## config.mk

```make
export PLATFORM = sky130hd
export DESIGN_NAME = vmy_div_lane
export DESIGN_NICKNAME = d
export VERILOG_FILES = /design/src/rtl/vmy_pkg.sv /design/src/rtl/vmy_div_lane.sv
export SDC_FILE = /design/constraint.sdc
export NUM_CORES = 2
export LEC_CHECK = 0
export BUFFER_PORTS_ARGS = -buffer_cell sky130_fd_sc_hd__buf_2
export CAP_MARGIN = 20
export CORE_MARGIN = 2
export CORE_UTILIZATION = 30
export CTS_BUF_LIST = sky130_fd_sc_hd__clkbuf_16
export CTS_CLUSTER_DIAMETER = 50
export DETAILED_ROUTE_END_ITERATION = 7
export PLACE_DENSITY = 0.48
export SKIP_LAST_GASP = 1
export SLEW_MARGIN = 20
export SYNTH_ARGS = -nofsm -noshare
export SYNTH_HDL_FRONTEND = slang
export SYNTH_SLANG_ARGS = --single-unit
```

## constraint.sdc

```tcl
create_clock -name clk_i -period 4.2 [get_ports clk_i]
set_input_delay 1.26 -clock clk_i [delete_from_list [all_inputs] [get_ports clk_i]]
set_output_delay 1.26 -clock clk_i [all_outputs]
set_load 0.01 [all_outputs]
```

## src/rtl/vmy_pkg.sv

```systemverilog
package vmy_pkg;

  localparam int IN_W      = 32;
  localparam int DIFF_W    = IN_W + 1;
  localparam int NUM_W     = IN_W + 3;
  localparam int SQ_W      = 2 * IN_W + 1;
  localparam int SHSQ_W    = 2 * IN_W;
  localparam int SUMA_W    = SQ_W + 2;
  localparam int SIXJ2_W   = SUMA_W + 1;
  localparam int Q_W       = 34;
  localparam int TRIAL_W   = 72;
  localparam int DEN_W     = Q_W + 3;
  localparam int MAG_W     = NUM_W - 1;
  localparam int GRAD_FRAC = 16;
  localparam int QUOT_BITS = 18;
  localparam int GRAD_W    = 18;
  localparam int DVD_W     = MAG_W + GRAD_FRAC;
  localparam int CMP_W     = DEN_W + QUOT_BITS;
  localparam int LANE_LAT  = QUOT_BITS + 3;
  localparam int LIM_W     = 31;
  localparam int NUM_LANES = 6;

  localparam logic [QUOT_BITS-1:0] GRAD_POS_MAX = QUOT_BITS'(131071);
  localparam logic [QUOT_BITS-1:0] GRAD_NEG_MAG = QUOT_BITS'(131072);

  typedef struct packed {
    logic signed [NUM_W-1:0] num_xx;
    logic signed [NUM_W-1:0] num_yy;
    logic signed [NUM_W-1:0] num_zz;
    logic signed [IN_W-1:0]  sh_yz;
    logic signed [IN_W-1:0]  sh_xz;
    logic signed [IN_W-1:0]  sh_xy;
  } side_t;

endpackage

```

## src/rtl/vmy_div_lane.sv

```systemverilog
module vmy_div_lane import vmy_pkg::*; (
  input  logic                     clk_i,
  input  logic signed [NUM_W-1:0]  num_i,
  input  logic [DEN_W-1:0]         den_i,
  output logic signed [GRAD_W-1:0] grad_o
);

  logic [MAG_W-1:0] mag_q;
  logic [DEN_W-1:0] den0_q;
  logic             neg0_q;

  logic [DVD_W-1:0]     rem_q  [QUOT_BITS+1];
  logic [QUOT_BITS-1:0] quot_q [QUOT_BITS+1];
  logic [DEN_W-1:0]     den_q  [QUOT_BITS+1];
  logic                 neg_q  [QUOT_BITS+1];
  logic                 ovf_q  [QUOT_BITS+1];

  logic [DVD_W-1:0]     dvd;
  logic [QUOT_BITS-1:0] mag_c;
  logic signed [GRAD_W-1:0] grad_q;

  always_ff @(posedge clk_i) begin
    mag_q  <= num_i[NUM_W-1] ? MAG_W'(-num_i) : MAG_W'(num_i);
    den0_q <= den_i;
    neg0_q <= num_i[NUM_W-1];
  end

  assign dvd = {mag_q, {GRAD_FRAC{1'b0}}};

  // A quotient of 2^QUOT_BITS or more saturates; flag it before the steps.
  always_ff @(posedge clk_i) begin
    rem_q[0]  <= dvd;
    quot_q[0] <= '0;
    den_q[0]  <= den0_q;
    neg_q[0]  <= neg0_q;
    ovf_q[0]  <= CMP_W'(dvd) >= (CMP_W'(den0_q) << QUOT_BITS);
  end

  for (genvar s = 0; s < QUOT_BITS; s++) begin : g_step
    localparam int I = QUOT_BITS - 1 - s;
    logic [CMP_W-1:0] sub;
    logic             take;

    assign sub  = CMP_W'(den_q[s]) << I;
    assign take = CMP_W'(rem_q[s]) >= sub;

    always_ff @(posedge clk_i) begin
      rem_q[s+1]  <= take ? DVD_W'(CMP_W'(rem_q[s]) - sub) : rem_q[s];
      quot_q[s+1] <= take ? (quot_q[s] | (QUOT_BITS'(1) << I)) : quot_q[s];
      den_q[s+1]  <= den_q[s];
      neg_q[s+1]  <= neg_q[s];
      ovf_q[s+1]  <= ovf_q[s];
    end
  end

  always_comb begin
    if (neg_q[QUOT_BITS]) begin
      mag_c = (ovf_q[QUOT_BITS] || quot_q[QUOT_BITS] > GRAD_NEG_MAG) ? GRAD_NEG_MAG
                                                                      : quot_q[QUOT_BITS];
    end else begin
      mag_c = (ovf_q[QUOT_BITS] || quot_q[QUOT_BITS] > GRAD_POS_MAX) ? GRAD_POS_MAX
                                                                      : quot_q[QUOT_BITS];
    end
  end

  always_ff @(posedge clk_i) begin
    grad_q <= neg_q[QUOT_BITS] ? GRAD_W'(-mag_c) : GRAD_W'(mag_c);
  end

  assign grad_o = grad_q;

endmodule

```

==> flow_summary.ini <==
[timing]
drv_slew = 0
fin_skew_ns = 0.0566
setup_viol = 0
max_slew_margin = 0.399
fin_crit_sh = 0.967
fmax_mhz = 246
worst_pin_slew_ns = 0.890
period_needed_ns = 4.06
finalHoldViolCount = 0
tns_ns = 0
grt_setup_unrepaired = yes

[worst_hold_path]
worstHoldPathType = reg2reg
min_to = quot_q[12][17]
hold_depth = 0
min-delay-start = quot_q[11][17]

[cells_and_area]
stdcell_area_um2 = 91400
drive_gt1_frac = 0.0916
fillCellCount = 26300
layout.nets = 9757
syn_to_final_growth_pct = 16.6
fin_cells = 12600

[worst_setup_path]
cp.arrival_ns = 4.77
crit_fanout = 17
crit_path_start_kind = flip-flop
reg2reg_slack_ns = 0.14
cp_top_family = compound AO/OA/AOI/OAI gates
path_class = reg2reg
reg2reg_from = den_q[1][1]
path_cells = inv_1, ha_1, nor2b_1, o2111ai_1, nand3_1, a221o_1, o41a_1, o211ai_1, a21oi_2, a31oi_4, o21ai_2, o31ai_4, buf_12, clkbuf_16, mux2_2
crit_buf_inv = 3
crit_required_ns = 4.90
slowest_delay_ns = 0.54
crit_path_end_kind = flip-flop
cp_slowest_cell = o41a_1
reg2reg_to = rem_q[2][48]
reg2reg_depth = 15

[global_routing]
grt_use_total = 0.145
antenna_found_initial = 0
grt_pass1_wl_um = 312000
grt_start_max_net_pins = 72
grt_pass1_vias = 61300
grt_overflow = 0

[route]
wl_um = 196000
via_per_inst = 4.73
wl_per_cell_um = 15.6
vias = 59300
drtIter0Drc = 2600
final_antenna_net_count = 0
drc = 0
firstDrtPassIters = 5

[power_and_ir_drop]
power.leakage_nw = 41.6
comb_power_share = 0.426
fin_total_pwr_mw = 71.0
power_density_nw_per_um2 = 778
switching_share = 0.374
power.share.clock = 0.253
p_switching_mw = 26.6
pwr-share-seq = 0.321
intPower_mw = 44.5
ir_worst_vdd_v = 0.000495

[floorplan]
core-area_um2 = 260000
design.die.area_um2 = 265000
die_h_um = 515
initial_core_util = 0.302
die_x_um = 515
ios = 91
rows = 187

[synthesis]
synthCells = 8655
synth_seq_cells = 1697
synth_async_sr_flop_share = 0
yosysWarnings = 0
synthesis.area_um2 = 78400
synthFlopType = dfxtp_1
syn_nets = 9434
yosysSeqAreaShare = 0.433
synth_cell_types = 97
avgSynthCellArea_um2 = 9.06
synth-edff-count = 0

[placed_design]
dp.cells = 12200
hpwl_um = 156000
place_area_um2 = 84200
port_buffers = 90
gp_congestion = 0.934

[clock_network]
numCtsBuffers = 204
clk_root_buffer_cell = clkbuf_16
cts_buffer_depth = 3
clock_sinks = 1697
ctsHtreeMaxLevel = 4
path_clk_slew_ns = 0.06
cts_tree = built
clk_latency_ns = 0.86
cts_hold_buf = 0

[flow_run]
drv_cap = 0

[status]
outcome = finished, final reports clean
## final cells by class
| class | count | area, µm² | area share |
|---|---|---|---|
| sequential | 1697 | 34000 | 0.372 |
| clock inverter | 172 | 1840 | 0.0201 |
| multi-input combinational | 5911 | 40600 | 0.444 |
| antenna | 2 | 5.00 | 0.0000548 |
| tap | 3402 | 4260 | 0.0466 |
| clock buffer | 206 | 5150 | 0.0564 |
| timing repair buffer | 304 | 2300 | 0.0252 |
| inverter | 860 | 3230 | 0.0353 |
## timing repair
item,CTS,global route
gates resized for setup,1,13
buffers inserted,0,3
endpoints found under the setup margin,7,82
cloned,0,1
pin swaps,0,6
## sequential cells by signal (all words and copies together) (netlist names)
signal,flops
den_q,666
quot_q,171
neg_q,19
rem_q,732
grad_o,18
ovf_q,19
den0_q,37
mag_q,34
neg0_q,1
## cells in the mapped netlist, types with 12 or more instances
| master | number | area [µm²] |
|---|---|---|
| a211oi_1 | 41 | 308 |
| nor3b_1 | 15 | 113 |
| fa_1 | 17 | 340 |
| a2111oi_0 | 26 | 228 |
| nor3_1 | 113 | 566 |
| xnor2_1 | 354 | 3100 |
| ha_1 | 689 | 8620 |
| a31oi_1 | 65 | 407 |
| xor2_1 | 279 | 2440 |
| nor4_1 | 46 | 288 |
| a21o_1 | 362 | 2720 |
| or2_2 | 29 | 181 |
| and2_1 | 34 | 213 |
| or3_1 | 42 | 263 |
| nor2_1 | 442 | 1660 |
| nand3b_1 | 14 | 105 |
| a211o_1 | 12 | 105 |
| a21boi_0 | 26 | 195 |
| o31a_1 | 22 | 193 |
| nand2_1 | 755 | 2830 |
| o2111ai_1 | 12 | 105 |
| o211ai_1 | 38 | 285 |
| o21a_1 | 65 | 488 |
| inv_1 | 858 | 3220 |
| a311oi_1 | 12 | 105 |
| nand2b_1 | 93 | 582 |
| dfxtp_1 | 1697 | 34000 |
| buf_2 | 16 | 80.1 |
| and4_1 | 14 | 123 |
| o21bai_1 | 79 | 593 |
| a21oi_1 | 692 | 3460 |
| clkbuf_1 | 152 | 571 |
| buf_1 | 16 | 60.1 |
| or4_1 | 22 | 165 |
| nor2b_1 | 97 | 607 |
| o31ai_1 | 56 | 420 |
| o21ai_0 | 697 | 3490 |
| nand4_1 | 95 | 594 |
| nand3_1 | 155 | 776 |
| and3_1 | 72 | 450 |
| o41ai_1 | 12 | 105 |
| a31o_2 | 12 | 105 |
| a221o_1 | 19 | 190 |
| mux2_2 | 114 | 1280 |
## routing by layer
layer | global-route usage | wire length (µm) | vias to the layer above
li1 | - | - | 30700
met1 | 0.145 | 76800 | 26900
met2 | 0.271 | 97700 | 1099
met3 | 0.0216 | 5720 | 581
met4 | 0.103 | 15300 | 0
met5 | 0 | 0 | -
## worst register-to-register path: cells and delay by family, from the launching register on
kind / cells / cell delay [ns]
compound gates: 8 / 2.22
buf+inv: 3 / 0.40
flops: 1 / 0.35
mux: 1 / 0.35
simple gates: 2 / 0.31
fa+ha+maj: 1 / 0.29
## per-stage QoR
| stage | utilization | worst slack [ns] | hold slack, ns |
|---|---|---|---|
| 2_1_floorplan | - | 0.242 | 0.310 |
| 3_3_place_gp | 0.324 | -0.306 | 0.311 |
| 3_5_place_dp | 0.324 | -0.233 | 0.312 |
| 4_1_cts | 0.351 | 0.0325 | 0.294 |
| 5_1_grt | 0.352 | -0.108 | 0.302 |
| 6_report | 0.352 | 0.137 | 0.298 |
## cells by family (layout without fill, tap and decap cells)
logic type | after synthesis | in the layout | share of synthesized area
fa+ha+maj | 706 | 706 | 0.114
flops | 1697 | 1697 | 0.433
xor+xnor | 633 | 633 | 0.0707
buf+inv | 1047 | 1542 | 0.0505
other cells | 0 | 2 | 0
simple gates | 2078 | 2078 | 0.126
mux | 123 | 123 | 0.0175
compound gates | 2371 | 2371 | 0.187
## power by group through the flow
stage	sequential, mW	combinational [mW]	clock (mW)
final	22.8	30.3	18.0
after global routing	23.3	33.9	19.3
after CTS	22.8	30.3	18.6
after detailed placement	23.1	30.2	0
after global placement	23.2	29.8	0
after floorplan	22.2	22.7	0
## worst max-delay path by stage
stage / start / endpoint / slack (ns) / cells past startpoint
4_1_cts: den_q[9][7] / rem_q[10][18] / 0.03 / 17
3_3_place_gp: num_i[4] / mag_q[28] / -0.31 / 11
6_report: den_q[1][1] / rem_q[2][48] / 0.14 / 15
3_5_place_dp: num_i[4] / mag_q[28] / -0.23 / 11
2_1_floorplan: num_i[4] / mag_q[28] / 0.24 / 10
5_1_grt: den_q[12][2] / rem_q[13][43] / -0.11 / 14
## layout by cell type, fill, tap and decap left out, drive strengths merged, types with 207 or more instances in the layout
cell type,count
nor2,443
xor2,279
dfxtp,1697
clkbuf,207
o21ai,709
ha,689
nand2,755
xnor2,354
a21o,362
a21oi,692
buf,303
inv,900
No activity file was read; power rests on OpenSTA's default activity.
